## src/sv/sgb_pkg.sv

```systemverilog
package sgb_pkg;

    // Default build values
    localparam int MAX_WIDTH_DEF      = 2048;
    localparam int RADIUS_DEF         = 3;
    localparam int COEF_FRAC_BITS_DEF = 16;

    // Fixed field widths
    localparam int CH_W       = 8;
    localparam int NCH        = 3;
    localparam int COEF_W     = 17;
    localparam int NCOEF      = 4;
    localparam int CNT_W      = 12;
    localparam int RS_W       = 3;
    localparam int PROD_W     = COEF_W + CH_W;
    localparam int SUM_W      = PROD_W + 3;
    localparam int CFG_IDX_W  = 4;
    localparam int FIFO_DEPTH = 16;

    localparam logic [CNT_W-1:0]  CNT_MAX  = '1;
    localparam logic [RS_W-1:0]   RS_MAX   = '1;
    localparam logic [COEF_W-1:0] COEF_ONE = 17'h10000;

    // Register map
    localparam logic [CFG_IDX_W-1:0] REG_HCOEF_CENTER = 4'd0;
    localparam logic [CFG_IDX_W-1:0] REG_HCOEF_OFF1   = 4'd1;
    localparam logic [CFG_IDX_W-1:0] REG_HCOEF_OFF2   = 4'd2;
    localparam logic [CFG_IDX_W-1:0] REG_HCOEF_OFF3   = 4'd3;
    localparam logic [CFG_IDX_W-1:0] REG_VCOEF_CENTER = 4'd4;
    localparam logic [CFG_IDX_W-1:0] REG_VCOEF_OFF1   = 4'd5;
    localparam logic [CFG_IDX_W-1:0] REG_VCOEF_OFF2   = 4'd6;
    localparam logic [CFG_IDX_W-1:0] REG_VCOEF_OFF3   = 4'd7;

    typedef logic [NCH-1:0][CH_W-1:0]   pix_t;
    typedef logic [NCH-1:0][PROD_W-1:0] prod_t;

    typedef struct packed {
        logic [CH_W-1:0] pix_c0;
        logic [CH_W-1:0] pix_c1;
        logic [CH_W-1:0] pix_c2;
        logic            end_of_line;
        logic            end_of_frame;
        logic            is_flush;
    } in_t;

    typedef struct packed {
        logic [CH_W-1:0] out_c0;
        logic [CH_W-1:0] out_c1;
        logic [CH_W-1:0] out_c2;
        logic            out_end_of_line;
        logic            out_end_of_frame;
        logic            last_in_run;
    } out_t;

    // One column event travelling down the pipeline
    typedef struct packed {
        logic [CNT_W-1:0] col;
        logic             eol;
        logic             eof;
        logic             last;
        logic             flush;
        logic             emit;
        logic [RS_W-1:0]  rs;
    } ev_t;

    typedef enum logic [1:0] {
        WIN_HOLD,
        WIN_FILL,
        WIN_SHIFT,
        WIN_REPEAT
    } win_op_t;

    // Drop fraction bits and clamp at 255
    function automatic logic [CH_W-1:0] norm8(input logic [SUM_W-1:0] s,
                                              input int unsigned sh);
        logic [SUM_W-1:0] q;
        q = s >> sh;
        norm8 = (q > SUM_W'(255)) ? '1 : q[CH_W-1:0];
    endfunction

endpackage

```

## src/sv/sgb_out_fifo.sv

```systemverilog
module sgb_out_fifo
    import sgb_pkg::*;
#(
    parameter int DEPTH = FIFO_DEPTH
)
(
    input  logic clk,
    input  logic rst_n,
    input  logic push,
    input  out_t push_data,
    output logic valid,
    input  logic ready,
    output out_t data
);

    localparam int PW = $clog2(DEPTH);
    localparam int CW = $clog2(DEPTH + 1);

    out_t          buf_reg [DEPTH];
    logic [PW-1:0] wr_ptr_reg, wr_ptr_next;
    logic [PW-1:0] rd_ptr_reg, rd_ptr_next;
    logic [CW-1:0] count_reg, count_next;
    logic          pop;

    assign pop   = valid && ready;
    assign valid = (count_reg != '0);
    assign data  = buf_reg[rd_ptr_reg];

    // Pointer and fill level update
    always_comb
    begin
        wr_ptr_next = wr_ptr_reg;
        rd_ptr_next = rd_ptr_reg;
        count_next  = count_reg;
        if (push)
        begin
            wr_ptr_next = (wr_ptr_reg == PW'(DEPTH - 1)) ? '0 : wr_ptr_reg + 1'b1;
        end
        if (pop)
        begin
            rd_ptr_next = (rd_ptr_reg == PW'(DEPTH - 1)) ? '0 : rd_ptr_reg + 1'b1;
        end
        if (push && !pop)
        begin
            count_next = count_reg + 1'b1;
        end
        else if (pop && !push)
        begin
            count_next = count_reg - 1'b1;
        end
    end

    always_ff @(posedge clk or negedge rst_n)
    begin
        if (!rst_n)
        begin
            wr_ptr_reg <= '0;
            rd_ptr_reg <= '0;
            count_reg  <= '0;
        end
        else
        begin
            wr_ptr_reg <= wr_ptr_next;
            rd_ptr_reg <= rd_ptr_next;
            count_reg  <= count_next;
        end
    end

    always_ff @(posedge clk)
    begin
        if (push)
        begin
            buf_reg[wr_ptr_reg] <= push_data;
        end
    end

endmodule

```

## config.mk

```make
export PLATFORM = sky130hd
export DESIGN_NAME = sgb_out_fifo
export DESIGN_NICKNAME = d
export VERILOG_FILES = /design/src/sv/sgb_pkg.sv /design/src/sv/sgb_out_fifo.sv
export SDC_FILE = /design/constraint.sdc
export NUM_CORES = 1
export LEC_CHECK = 0
export CAP_MARGIN = 20
export CORE_AREA = 2 2 164 166
export DETAILED_ROUTE_END_ITERATION = 10
export DIE_AREA = 0 0 166 168
export DONT_BUFFER_PORTS = 1
export PLACE_DENSITY = 0.83
export REMOVE_ABC_BUFFERS = 1
export SLEW_MARGIN = 20
export SYNTH_ARGS = -nofsm -noshare
export SYNTH_HDL_FRONTEND = slang
export SYNTH_SLANG_ARGS = --single-unit
```

## constraint.sdc

```tcl
create_clock -name clk -period 9 [get_ports clk]
set_input_delay 0.45 -clock clk [delete_from_list [all_inputs] [get_ports clk]]
set_output_delay 0.45 -clock clk [all_outputs]
set_load 0.02 [all_outputs]
```

==> impl_results.md <==
- Layout area overhead: 12.0%
- Core area: 0.0264 mm2
- Via Count: 8873
- Critical path class: register to primary output
- Max Cap Viol: 0
- Setup slack after layout: 4.57 ns
- Worst EP arrival: 3.98 ns
- DR DRC count: 0
- TritonCTS Buffers: 43
- Hold Slack: 0.0119 ns
- Clock Tree Buf Depth: 3
- Number of routed nets with antenna violations: 0
- Cell taking the most area after synthesis: edfxtp_1
- Required time of the critical path: 8.55 ns
- Post_cts resized: 0
- Crit share post-route: 0.492
- Setup-failing EPs final: 0
- Min Tclk post-route: 4.43 ns
- GP Congestion: 0.802
- CTS root buffer: clkbuf_16
- CP Max Fanout: 27
- Critical hold path startpoint: push_data[18]
- Antenna violations before repair: 0
- Share of the synthesized area in the top cell type: 0.742
- # fillers: 1355
- Pin count of the biggest net entering global routing: 58
- Congestion Overflow GR: 0
- Worst hold stages: 0
- Worst-path cell chain: buf_4, nand2_2, o221ai_1, o21ai_0, a221o_1
- Crit Reg-Reg Startpoint: count_reg[0]
- Unique masters post-synth: 33
- Iter 0 DRT Violations: 1279
- Top cells by area, synth: edfxtp_1 (74%), mux4_2 (10%), mux2_2 (1.9%)
- Worst Skew: 0.0149 ns
- Mean post-synth cell area: 20.6 um2
- Syn Inst Count: 848
- Max stage delay on crit path: 1.07 ns
- Total GRT Usage: 0.298
- Headroom to the max-slew limit: 0.258
- Pre-CTS setup slack: 5.34 ns
- Wirelength per Cell: 31.9 um
- Actual slew at the worst max-slew pin: 1.11 ns
- Reg area: 0.0133 mm2
- First-pass GRT wire length: 60.0 mm
- Slowest CP cell: dfrtp_1
- Most used DFF post-synth: edfxtp_1
- Synth Register Bits: 445
- Ant diodes: 0
- Die width: 166 um
- # port buffers: 0
- DR pass1 iterations: 5
- Hold Path Sink: buf_reg[10][18]
- Critical path endpoint category: primary output
- Final WL: 40.6 mm
- Synthesized area: 0.0175 mm2
- NumNets Final: 944
- Seq/Total Area, Yosys: 0.761
- Status: complete, no violations
- Cell row count: 60
- Full die area: 0.0279 mm2
- Vias in the first global route: 9369
- Clk_lat worst skew: 0.54 ns
- Peak VDD IR: 0.424 mV
- Leak Pwr: 6.30 nW
- Clock transition at path regs: 0.06 ns
- RSZ-0062 raised after global routing: false
- Max Fclk: 0.226 GHz
- EDFF count, synth: 432
- Top Ports: 59
- Max reg flops: 432
- H-tree Lvls: 2
- Vias per cell: 6.97
- R2R cell count: 10
- Asr flop ratio synth: 0.0292
- Detailed Place HPWL: 20.3 mm
- Reg-to-Reg End: count_reg[4]
- CTS tree: done
- Die Ht: 168 um
- Pwr/cell area: 315 mW/mm2
- Max Slew Vio Count: 0
- Worst hold path class: input pin to register
- Ys Warns: 0
- CTS Sinks: 445
- Final Hold Fails: 0
- Area of the multi-input gates: 0.00381 mm2
- Initial cell density of the core: 0.663
- Reg2reg setup slack: 6.19 ns
- Proportion of layout cells with a drive suffix above 1: 0.229
- Setup TNS: 0 ns
- Startpoint types: register
[metrics by stage]
stage / instance area, um2 / cells / utilization / power, W
final: 19600 / 1273 / 0.742 / 0.00616
after global routing: 19600 / 1273 / 0.742 / 0.00635
after CTS: 19500 / 1273 / 0.742 / 0.00616
after detailed placement: 17800 / 1166 / 0.677 / 0.00433
after global placement: 17800 / 1166 / 0.677 / 0.00425
after floorplan: 17200 / 802 / - / 0.00396
[area by class of cell]
cell class / instances / area share
clock buffers: 52 / 0.0589
well taps: 341 / 0.0218
clock inverters: 22 / 0.0119
inverters: 33 / 0.00633
repair buffers: 56 / 0.0259
flip-flops and latches: 445 / 0.680
multi-input cells: 324 / 0.195
[cell usage after synthesis (4+ instances only)]
master / count
nor2b_1: 27
mux2_2: 30
buf_2: 12
buf_6: 12
a221o_1: 27
nor2_1: 16
nand2b_1: 5
nand2_1: 15
mux2_1: 25
ha_1: 9
edfxtp_1: 432
a21oi_1: 4
o221ai_1: 27
inv_1: 33
dfrtp_1: 13
clkbuf_1: 17
o21ai_0: 35
mux4_2: 81
nand3_1: 4
[routing by layer]
metal / GRT usage / up-vias / part of all wire
met5: 0 / - / 0
met4: 0.136 / 0 / 0.040
met3: 0.0599 / 122 / 0.099
met2: 0.490 / 639 / 0.50
met1: 0.396 / 4516 / 0.36
li1: - / 3596 / -
[where the power goes]
part | internal [W] | total, W | switching (W)
registers | 0.00247 | 0.00266 | 0.000192
clock network | 0.00105 | 0.00178 | 0.000731
logic | 0.000706 | 0.00172 | 0.00101
[logic make-up after synthesis]
group | count (synthesis) | synth area share
XOR/XNOR | 6 | 0.00301
buffers and inverters | 79 | 0.0243
AO/OA/AOI/OAI | 98 | 0.0424
flip-flops | 445 | 0.761
AND/OR/NAND/NOR | 73 | 0.0212
adder cells (fa/ha/maj) | 10 | 0.00759
multiplexers | 137 | 0.140
[worst max-delay path: cells and delay by family, from the launching register on]
family	cells	cell delay, ns
flops	1	1.07
compound gates	3	1.27
simple gates	1	0.61
buf+inv	1	0.44
[cells in the final DEF (no fill, tap or decap), types with 2 or more instances in the layout]
cell,instances
buf_4,22
clkinvlp_4,2
nand2b_1,5
nor2b_1,27
edfxtp_1,432
nor2_1,2
o221ai_1,27
nor3_4,2
o21ai_0,35
nand2_1,15
inv_1,33
nor2_2,14
mux4_2,81
clkbuf_16,45
a21oi_1,4
mux2_1,25
nand3_1,4
xor2_1,3
a21o_1,3
clkinv_2,5
a221o_1,27
bufinv_16,5
dlygate4sd3_1,33
dfrtp_4,2
ha_1,9
xnor2_1,3
clkbuf_1,7
mux2_2,30
dfrtp_1,10
clkinv_1,9
[worst max-delay path by stage]
stage	startpoint	end	slack (ns)
final	rd_ptr_reg[2]	data[24]	4.57
after global routing	rd_ptr_reg[2]	data[24]	4.55
after CTS	rd_ptr_reg[2]	data[24]	4.67
after detailed placement	rd_ptr_reg[2]	data[24]	5.34
after global placement	rd_ptr_reg[0]	data[24]	5.43
after floorplan	rd_ptr_reg[0]	data[0]	3.36
[timing repair]
| item | 4_1_cts | 5_1_grt |
|---|---|---|
| endpoints found under the hold margin | 279 | 0 |
| hold buffers | 33 | 0 |
| setup buffers | 0 | 0 |
(Power assumes the default switching activity.)
