<file path="config.mk">
export PLATFORM = sky130hd
export DESIGN_NAME = sgb_tap_cell
export DESIGN_NICKNAME = d
export VERILOG_FILES = /design/src/sv/sgb_pkg.sv /design/src/sv/sgb_tap_cell.sv
export SDC_FILE = /design/constraint.sdc
export NUM_CORES = 1
export LEC_CHECK = 0
export BUFFER_PORTS_ARGS = -buffer_cell sky130_fd_sc_hd__buf_4
export CORE_MARGIN = 8
export CORE_UTILIZATION = 61
export CTS_CLUSTER_SIZE = 30
export DETAILED_ROUTE_END_ITERATION = 10
export PLACE_DENSITY = 0.83
export SLEW_MARGIN = 20
export SYNTH_ARGS = -nofsm -noshare
export SYNTH_HDL_FRONTEND = slang
export SYNTH_SLANG_ARGS = --single-unit
</file>
<file path="constraint.sdc">
create_clock -name clk -period 6.3 [get_ports clk]
set_clock_uncertainty 0.2 [all_clocks]
set_input_delay 0.945 -clock clk [delete_from_list [all_inputs] [get_ports clk]]
set_output_delay 0.945 -clock clk [all_outputs]
set_load 0.1 [all_outputs]
</file>
<file path="src/sv/sgb_pkg.sv">
package sgb_pkg;

    // Default build values
    localparam int MAX_WIDTH_DEF      = 2048;
    localparam int RADIUS_DEF         = 3;
    localparam int COEF_FRAC_BITS_DEF = 16;

    // Fixed field widths
    localparam int CH_W       = 8;
    localparam int NCH        = 3;
    localparam int COEF_W     = 17;
    localparam int NCOEF      = 4;
    localparam int CNT_W      = 12;
    localparam int RS_W       = 3;
    localparam int PROD_W     = COEF_W + CH_W;
    localparam int SUM_W      = PROD_W + 3;
    localparam int CFG_IDX_W  = 4;
    localparam int FIFO_DEPTH = 16;

    localparam logic [CNT_W-1:0]  CNT_MAX  = '1;
    localparam logic [RS_W-1:0]   RS_MAX   = '1;
    localparam logic [COEF_W-1:0] COEF_ONE = 17'h10000;

    // Register map
    localparam logic [CFG_IDX_W-1:0] REG_HCOEF_CENTER = 4'd0;
    localparam logic [CFG_IDX_W-1:0] REG_HCOEF_OFF1   = 4'd1;
    localparam logic [CFG_IDX_W-1:0] REG_HCOEF_OFF2   = 4'd2;
    localparam logic [CFG_IDX_W-1:0] REG_HCOEF_OFF3   = 4'd3;
    localparam logic [CFG_IDX_W-1:0] REG_VCOEF_CENTER = 4'd4;
    localparam logic [CFG_IDX_W-1:0] REG_VCOEF_OFF1   = 4'd5;
    localparam logic [CFG_IDX_W-1:0] REG_VCOEF_OFF2   = 4'd6;
    localparam logic [CFG_IDX_W-1:0] REG_VCOEF_OFF3   = 4'd7;

    typedef logic [NCH-1:0][CH_W-1:0]   pix_t;
    typedef logic [NCH-1:0][PROD_W-1:0] prod_t;

    typedef struct packed {
        logic [CH_W-1:0] pix_c0;
        logic [CH_W-1:0] pix_c1;
        logic [CH_W-1:0] pix_c2;
        logic            end_of_line;
        logic            end_of_frame;
        logic            is_flush;
    } in_t;

    typedef struct packed {
        logic [CH_W-1:0] out_c0;
        logic [CH_W-1:0] out_c1;
        logic [CH_W-1:0] out_c2;
        logic            out_end_of_line;
        logic            out_end_of_frame;
        logic            last_in_run;
    } out_t;

    // One column event travelling down the pipeline
    typedef struct packed {
        logic [CNT_W-1:0] col;
        logic             eol;
        logic             eof;
        logic             last;
        logic             flush;
        logic             emit;
        logic [RS_W-1:0]  rs;
    } ev_t;

    typedef enum logic [1:0] {
        WIN_HOLD,
        WIN_FILL,
        WIN_SHIFT,
        WIN_REPEAT
    } win_op_t;

    // Drop fraction bits and clamp at 255
    function automatic logic [CH_W-1:0] norm8(input logic [SUM_W-1:0] s,
                                              input int unsigned sh);
        logic [SUM_W-1:0] q;
        q = s >> sh;
        norm8 = (q > SUM_W'(255)) ? '1 : q[CH_W-1:0];
    endfunction

endpackage

</file>
<file path="src/sv/sgb_tap_cell.sv">
module sgb_tap_cell
    import sgb_pkg::*;
(
    input  logic                 clk,
    input  logic                 en,
    input  pix_t                 d,
    input  logic [COEF_W-1:0]    coef,
    output pix_t                 pix,
    output prod_t                prod
);

    pix_t  pix_reg;
    prod_t prod_reg;

    // Tap sample, loaded from the neighbor or the input
    always_ff @(posedge clk)
    begin
        if (en)
        begin
            pix_reg <= d;
        end
    end

    // Weighted tap, one product per channel
    always_ff @(posedge clk)
    begin
        for (int ch = 0; ch < NCH; ch++)
        begin
            prod_reg[ch] <= PROD_W'(coef) * PROD_W'(pix_reg[ch]);
        end
    end

    assign pix  = pix_reg;
    assign prod = prod_reg;

endmodule

</file>
==> results of run 1 <==
through the flow:
stage	hold slack (ns)	utilization [%]	instances
final	0.554	68.5	2015
after CTS	0.546	68.5	2015
after global routing	0.546	68.5	2015
after detailed placement	0.760	67.3	1999
after floorplan	0.844	-	1593
after global placement	0.732	67.3	1999
cell families (layout without fill, tap and decap cells):
family	after synthesis	count (layout)
simple gates	514	514
fa+ha+maj	405	405
buf+inv	372	470
compound gates	143	143
flops	99	99
xor+xnor	59	59
mux	1	1
Yosys cell counts, types with 17 or more instances:
cell	count
inv_1	312
dfxtp_1	75
clkbuf_1	60
and2_1	342
edfxtp_1	24
xor2_1	25
a21oi_1	48
nand2_1	91
xnor2_1	34
nor2_1	29
o21ai_0	17
fa_1	270
a21o_1	29
ha_1	135
critical path, delay by kind of cell, from the launching register on:
family	cells	cell delay, ns
buffers and inverters	3	0.14
AOI/OAI and AO/OA	7	1.57
and+or+nand+nor	1	0.17
adders and majority gates	5	2.35
DFF	1	0.84
xor gates and xnor gates	1	0.13
cell usage in the layout (no fill, tap or decap), types with 2 or more instances in the layout:
master	count
and2_1	342
inv_1	312
fa_1	270
buf_4	142
ha_1	135
nand2_1	91
dfxtp_1	75
a21oi_1	48
xnor2_1	34
a21o_1	29
nor2_1	29
xor2_1	25
edfxtp_1	24
o21ai_0	17
nand3_1	10
nor2b_1	9
clkbuf_16	9
o21a_1	8
nand2b_1	6
nand4_1	6
nor3_1	5
o211ai_1	4
o21ai_1	4
and3_1	3
a211oi_1	3
or2_2	3
o31ai_1	3
o21bai_1	3
and4_1	2
a221o_1	2
nor4_1	2
a311oi_1	2
o31a_1	2
a31oi_1	2
a311oi_2	2
clkinv_4	2
clkbuf_1	2
worst paths after layout:
path | startpoint | endpoint | slack [ns]
max reg2reg | pix[18]$_DFFE_PP_ | prod[74]$_DFF_P_ | 0.81
min | d[12] | pix[12]$_DFFE_PP_ | 0.55
max | pix[18]$_DFFE_PP_ | prod[74]$_DFF_P_ | 0.81
min reg2reg | pix[8]$_DFFE_PP_ | prod[25]$_DFF_P_ | 0.79
metal layers:
metal	global-route usage (%)	up-vias
met1	27.6	5589
met3	4.27	39
met5	0	-
li1	-	5007
met2	40.8	354
met4	5.61	0
area by class of cell:
| type | count | area share, % |
|---|---|---|
| multi-input combinational | 1122 | 69.0 |
| sequential | 99 | 13.3 |
| inverter | 312 | 7.03 |
| timing repair buffer | 142 | 6.40 |
| tap | 324 | 2.43 |
| clock buffer | 11 | 1.40 |
| clock inverter | 5 | 0.368 |
==> metrics.txt, run 1 <==
first-pass GRT wire length 56900 µm; DR iter-0 viols 657; synthesized instance count 1593; Residual DRC 0; register area share after synthesis 14.7%; RSZ-0062 raised after global routing false; post-synthesis simple-gate area fraction 19.3%; largest net degree at the start of global routing 25; Inserted Clock Buffers 9; clock period minus worst slack 5.49 ns; Detailed Place HPWL 24600 µm; kind of critical path flop to flop; #FFs+latches synth 99; combinational family with the most area after synthesis adder cells; Port Buffers 141; met2 WL post-DR 16800 µm; Filler cells 1935; vias in the first global route 12200; total gr overflow 0; Layout area overhead 10.2%; Unique masters post-synth 55; share of the synthesized area in the top cell type 35.8%; area of the multi-input gates 11500 µm²; number of max-cap violations 0; ranking of synthesized cells by area fa_1 (36%), and2_1 (14%), ha_1 (11%), dfxtp_1 (9.9%), inv_1 (7.7%); multiplexer share of the synthesized area 0.0745%; Initial Util 62.2%; GP Congestion 0.840; Adder-Cell Fraction of Synth Area 46.9%; ant diodes 0; # rows 57; outcome complete, no violations; CP Cell Sequence nand2_1 > fa_1 > fa_1 > inv_1 > fa_1 > inv_1 > fa_1 > inv_1 > ha_1 > a21oi_1 > o21ai_0 > o21ai_1 > o21ai_0 > o22a_1 > a221o_1 > a21oi_1 > xnor2_1; initial antenna violation count 0; worst hold path type input pin to flop; Top Metal Used met4; Worst setup EP type flop; Final nets 2134; postcts setup bufs 0; Slowest cell on crit path edfxtp_1; die area 30100 µm²; EDFF count, synth 24; Worst path max stage delay 0.84 ns; r2r worst-path depth 17; Async SR Flop Fraction 0%; Die Y 173 µm; Chip Width 173 µm; max FFs per register 75; register area 2220 µm²; xor/xnor share of the synthesized area 3.42%; H-tree levels 3; Final ANT Viol Nets 0; most used cell, CP fa_1; core area 24300 µm²; Least-Margin Pin Slew 0.818 ns; hold path cells 1; drt pass-1 iters 6; setup TNS 0 ns; Met1 Wirelength 13500 µm; Fin. Hold Viols 0; startpoint types flop; gr usage total 22.7%; placed cell areas 16400 µm²; Primary FF master, synth dfxtp_1; Sink Count 99; Relative slew margins 45.4%; Ports 142; mean number of vias per cell 5.45; clock buffer depth 2; met3 wire len 2080 µm; Max Clock Freq 182 MHz; CTS clock-pin slew for the worst setup and hold paths 0.08 ns; Post-Route WL 32700 µm; Final Cycle Share 87.2%; Worst-Skew Late Latency 0.36 ns; via count 11000; CTS tree built; Compound-Gate Fraction of Synth Area 6.37%; Ys Warns 0; Critical Path RT 6.39 ns; Mapped Area 15100 µm²; CP arrival 5.58 ns; cts repair resizes 0; dpl ws 0.514 ns; largest area contributor in the synthesized netlist fa_1; share of cells above drive strength 1 10.1%; Max Slew Vio Count 0; worst setup margin 0.809 ns; CP Max Fanout 18; Syn Area/Cell 9.49 µm²; Root Driver clkbuf_16; Post-CTS Hold Buffers 0; Routed WL per cell 16.2 µm; setup violators final 0; synthesized net count 2041; Finished Cell Area 16700 µm²
Power of run 1 is not shown: default switching activity piles up to over one toggle a cycle in this logic, so the estimate is an artifact.
==> run 2: changes to the inputs <==
--- a/config.mk
+++ b/config.mk
@@ -10,7 +10,7 @@
 export CORE_UTILIZATION = 61
 export CTS_CLUSTER_SIZE = 30
 export DETAILED_ROUTE_END_ITERATION = 10
-export PLACE_DENSITY = 0.83
+export PLACE_DENSITY = 0.82
 export SLEW_MARGIN = 20
 export SYNTH_ARGS = -nofsm -noshare
 export SYNTH_HDL_FRONTEND = slang
==> run 2 against run 1 <==
Setup slack improved by 0.045 ns. Flip-flop and latch count did not move. Core utilization barely moved. Die area did not move. Via count barely moved. Hold slack got worse by 0.0057 ns. Critical path depth did not move. Largest cell class unchanged. Highest routed layer unchanged.
==> metrics.txt, run 2 (synthesis gave the netlist of run 1 again) <==
Routed WL per cell 16.0 µm (-1.2%); die area 30100 µm² (unchanged); commonest non-fill, non-tap cells in the layout and2_1 (342), inv_1 (312), fa_1 (270); Final nets 2134 (unchanged); Filler cells 1888 (-2.4%); Detailed Place HPWL 24700 µm (+0.39%); Worst-Skew Late Latency 0.37 ns (about the same); H-tree levels 3 (unchanged); Inserted Clock Buffers 9 (unchanged); Ports 142 (unchanged); postcts setup bufs 0 (unchanged); Final Cycle Share 86.4% (-0.72 points); drt pass-1 iters 5 (-1); Initial Util 62.2% (unchanged); setup violators final 0 (unchanged); GP Congestion 0.827 (-1.6%); RSZ-0062 raised after global routing false; Chip Width 173 µm (unchanged); CTS tree built; Critical Path RT 6.40 ns (about the same); CP arrival 5.55 ns (-0.03 ns); Root Driver clkbuf_16; via count 11000 (-0.018%); commonest non-fill, non-tap cell in the layout and2_1; kind of critical path input pin to flop; first-pass GRT wire length 56400 µm (-0.81%); worst hold path type input pin to flop; Port Buffers 141 (unchanged); Final ANT Viol Nets 0 (unchanged); ant diodes 0 (unchanged); Fin. Hold Viols 0 (unchanged); Die Y 173 µm (unchanged); number of max-cap violations 0 (unchanged); Post-Route WL 32300 µm (-1.2%); Max Clock Freq 184 MHz (+0.83%); mean number of vias per cell 5.45 (about the same); Post-CTS Hold Buffers 0 (unchanged); initial antenna violation count 0 (unchanged); CP Max Fanout 24 (+6); share of cells above drive strength 1 10.2% (+0.059 points); Sink Count 99 (unchanged); outcome complete, no violations; # rows 57 (unchanged); gr usage total 22.6% (-0.11 points); Max Slew Vio Count 0 (unchanged); total gr overflow 0 (unchanged); vias in the first global route 12000 (-1.9%); Layout area overhead 10.1% (about the same); clock buffer depth 2 (unchanged); cts repair resizes 0 (unchanged); Residual DRC 0 (unchanged); clock period minus worst slack 5.45 ns (-0.0453 ns); Least-Margin Pin Slew 0.819 ns (+0.000537 ns); Relative slew margins 45.4% (about the same); CTS clock-pin slew for the worst setup and hold paths 0.08 ns (about the same); largest net degree at the start of global routing 25 (unchanged); core area 24300 µm² (unchanged); startpoint types input pin; max FFs per register 75 (unchanged); setup TNS 0 ns (unchanged); DR iter-0 viols 572 (-13%); Worst setup EP type flop
-- run 2: cell types whose count changed in the layout (fill, tap and decap cells not counted), sizes merged --
cell,change
bufinv,-1
inv,+1
-- run 2: critical path, stage by stage --
cell      delay, ns
buf_4          0.20
and2_1         0.19
fa_1           0.51
fa_1           0.53
fa_1           0.50
inv_1          0.05
fa_1           0.47
inv_1          0.04
ha_1           0.33
a21oi_1        0.28
nand2_1        0.08
o21ai_0        0.30
o21ai_1        0.20
a311oi_2       0.44
o21ai_0        0.15
a21oi_1        0.20
xnor2_1        0.13
-- run 2: layout make-up --
cell class | instances | area (µm²) | area share [%]
flip-flops and latches | 99 | 2220 | 13.3
clock inverters | 5 | 32.5 | 0.195
multi-input cells | 1122 | 11500 | 69.1
clock buffers | 11 | 254 | 1.53
inverters | 312 | 1170 | 7.03
repair buffers | 142 | 1070 | 6.40
well taps | 324 | 405 | 2.43
-- run 2: per-stage QoR --
| stage | std cells | instance area [µm²] | setup slack (ns) | utilization [%] | hold WS (ns) |
|---|---|---|---|---|---|
| 2_1_floorplan | 1593 | 15100 | 0.827 | - | 0.844 |
| 3_3_place_gp | 1999 | 16400 | 0.638 | 67.3 | 0.729 |
| 3_5_place_dp | 1999 | 16400 | 0.585 | 67.3 | 0.747 |
| 4_1_cts | 2015 | 16700 | 0.935 | 68.5 | 0.541 |
| 5_1_grt | 2015 | 16700 | 0.598 | 68.5 | 0.539 |
| 6_report | 2015 | 16700 | 0.854 | 68.5 | 0.548 |
-- run 2: layer usage --
| layer | share of wire [%] | routed length (µm) | global-route usage (%) | vias up |
|---|---|---|---|---|
| met2 | 50 | 16300 | 39.4 | 357 |
| li1 | - | - | - | 5011 |
| met5 | 0 | 0 | 0 | - |
| met4 | 1.7 | 535 | 6.14 | 0 |
| met3 | 6.6 | 2140 | 4.57 | 47 |
| met1 | 41 | 13300 | 28.1 | 5572 |
-- run 2: worst paths after layout --
path	start	end	slack [ns]	cells past startpoint
max	coef[6]	prod[23]$_DFF_P_	0.85	17
min	d[17]	pix[17]$_DFFE_PP_	0.55	1
max reg2reg	pix[2]$_DFFE_PP_	prod[23]$_DFF_P_	0.86	16
min reg2reg	pix[8]$_DFFE_PP_	prod[25]$_DFF_P_	0.76	1
Power of run 2 is left out for the same reason.
==> run 3: changes to the inputs <==
==> constraint.sdc (replaced) <==
create_clock -name clk -period 6.3 [get_ports clk]
set_clock_uncertainty 0.2 [all_clocks]
set_input_delay 1.26 -clock clk [delete_from_list [all_inputs] [get_ports clk]]
set_output_delay 1.26 -clock clk [all_outputs]
set_load 0.02 [all_outputs]
==> run 3 against run 2 <==
Sequential share of layout area is essentially flat. Cell area about the same. Critical path depth unchanged. Count of clock-buffer cells in the layout up 1. Via count is 0.57% lower. Die area unchanged. Register-to-register slack worse by 0.06 ns. Final cell count barely moved. Flip-flop and latch count unchanged. Critical path type unchanged. Critical endpoint unchanged. Highest routed layer unchanged.
==> metrics.txt, run 3 (synthesis gave the netlist of run 1 again) <==
Final ANT Viol Nets 0 (unchanged); share of cells above drive strength 1 10.2% (about the same); gr usage total 22.5% (-0.13 points); H-tree levels 3 (unchanged); Final Cycle Share 91.2% (+4.8 points); CTS tree built; drt pass-1 iters 5 (unchanged); # rows 57 (unchanged); CP Cell Sequence buf_4 > and2_1 > fa_1 > fa_1 > fa_1 > inv_1 > fa_1 > inv_1 > ha_1 > a21oi_1 > nand2_1 > o21ai_0 > o21ai_1 > a311oi_2 > o21ai_0 > a21oi_1 > xnor2_1; total gr overflow 0 (unchanged); Chip Width 173 µm (unchanged); number of max-cap violations 0 (unchanged); Root Driver clkbuf_16; kind of critical path input pin to flop; Ports 142 (unchanged); cts repair resizes 0 (unchanged); VDD IR max 0.336 mV; Max Clock Freq 174 MHz (-5.2%); Port Buffers 141 (unchanged); die area 30100 µm² (unchanged); LEAKAGE 8.56 nW; largest net degree at the start of global routing 25 (unchanged); Worst setup EP type flop; max FFs per register 75 (unchanged); first-pass GRT wire length 56200 µm (-0.33%); worst setup margin 0.553 ns (-0.302 ns); Residual DRC 0 (unchanged); Post-Route WL 31900 µm (-1.2%); dpl ws 0.280 ns (-0.305 ns); Die Y 173 µm (unchanged); setup TNS 0 ns (unchanged); RSZ-0062 raised after global routing false; clock buffer depth 2 (unchanged); Relative slew margins 49.3% (+3.9 points); most used cell, CP fa_1; Crit. Startpoint coef[8]; CTS clock-pin slew for the worst setup and hold paths 0.07 ns (about the same); worst hold path type flop to flop; postcts setup bufs 0 (unchanged); setup violators final 0 (unchanged); outcome complete, no violations; ant diodes 0 (unchanged); mean number of vias per cell 5.42 (-0.62%); Layout area overhead 10.2% (about the same); DR iter-0 viols 605 (+5.8%); commonest non-fill, non-tap cells in the layout and2_1 (342), inv_1 (312), fa_1 (270); CP Max Fanout 24 (unchanged); GP Congestion 0.859 (+3.9%); Final nets 2135 (+0.047%); Least-Margin Pin Slew 0.760 ns (-0.0589 ns); Fin. Hold Viols 0 (unchanged); clock period minus worst slack 5.75 ns (+0.302 ns); core area 24300 µm² (unchanged); commonest non-fill, non-tap cell in the layout and2_1; Worst-Skew Late Latency 0.36 ns (about the same); Slowest cell on crit path fa_1; Inserted Clock Buffers 9 (unchanged); Routed WL per cell 15.8 µm (-1.3%); Initial Util 62.2% (unchanged); Sink Count 99 (unchanged); Worst path max stage delay 0.51 ns (-0.02 ns); initial antenna violation count 0 (unchanged); hold_sp pix[8]$_DFFE_PP_; Max Slew Vio Count 0 (unchanged); Post-CTS Hold Buffers 0 (unchanged); reg2reg start pix[18]$_DFFE_PP_; vias in the first global route 11800 (-1.1%); Critical Path RT 6.39 ns (about the same); power per cell area 452 nW/µm²; startpoint types input pin; via count 10900 (-0.57%); Detailed Place HPWL 24400 µm (-1.1%); CP arrival 5.84 ns (+0.29 ns)
==> run 3: cell count changes in the layout (fill, tap and decap cells not counted) <==
cell,change
clkbuf_8,+2
clkinv_2,-2
buf_4,+1
clkbuf_16,-1
clkinv_1,+1
clkinvlp_4,+1
inv_6,-1
==> run 3: worst paths after layout <==
path / to / slack (ns) / depth (start not counted)
max: prod[23]$_DFF_P_ / 0.55 / 17
min: prod[25]$_DFF_P_ / 0.73 / 1
max reg2reg: prod[74]$_DFF_P_ / 0.80 / 17
min reg2reg: prod[25]$_DFF_P_ / 0.73 / 1
==> run 3: area by class of cell <==
| class | instances | area [µm²] |
|---|---|---|
| Multi-Input combinational cell | 1122 | 11500 |
| Clock buffer | 12 | 256 |
| Fill cell | 1922 | 7670 |
| Sequential cell | 99 | 2220 |
| Tap cell | 324 | 405 |
| Timing Repair Buffer | 143 | 1070 |
| Inverter | 312 | 1170 |
| Clock inverter | 4 | 25.0 |
==> run 3: power breakdown <==
part           internal [mW]  switching, mW  total, mW
registers              0.974          0.135       1.11
clock network          0.290          0.258      0.548
logic                   2.55           3.32       5.87
total                   3.81           3.71       7.52
==> run 3: metrics by stage <==
| stage | util, % | instances | instance area, µm² | total power, mW | hold WS (ns) |
|---|---|---|---|---|---|
| after floorplan | - | 1593 | 15100 | 5.50 | 0.497 |
| after global placement | 67.3 | 2000 | 16400 | 6.79 | 0.736 |
| after detailed placement | 67.3 | 2000 | 16400 | 6.95 | 0.732 |
| after CTS | 68.5 | 2016 | 16700 | 7.55 | 0.741 |
| after global routing | 68.5 | 2016 | 16700 | 8.36 | 0.792 |
| final | 68.5 | 2016 | 16700 | 7.52 | 0.734 |
==> run 3: worst max-delay path: cells and delay by family <==
kind,cells,cell delay [ns]
AOI/OAI and AO/OA,6,1.56
xor gates and xnor gates,1,0.13
adders and majority gates,5,2.31
buffers and inverters,3,0.30
and+or+nand+nor,2,0.26
==> run 3: metal layers <==
metal,wire [µm],global-route usage [%],part of all wire (%)
met2,16200,39.3,51
met5,0,0,0
met4,481,5.71,1.5
met1,13500,28.6,42
met3,1820,3.66,5.7
No activity file was read; power rests on OpenSTA's default activity.
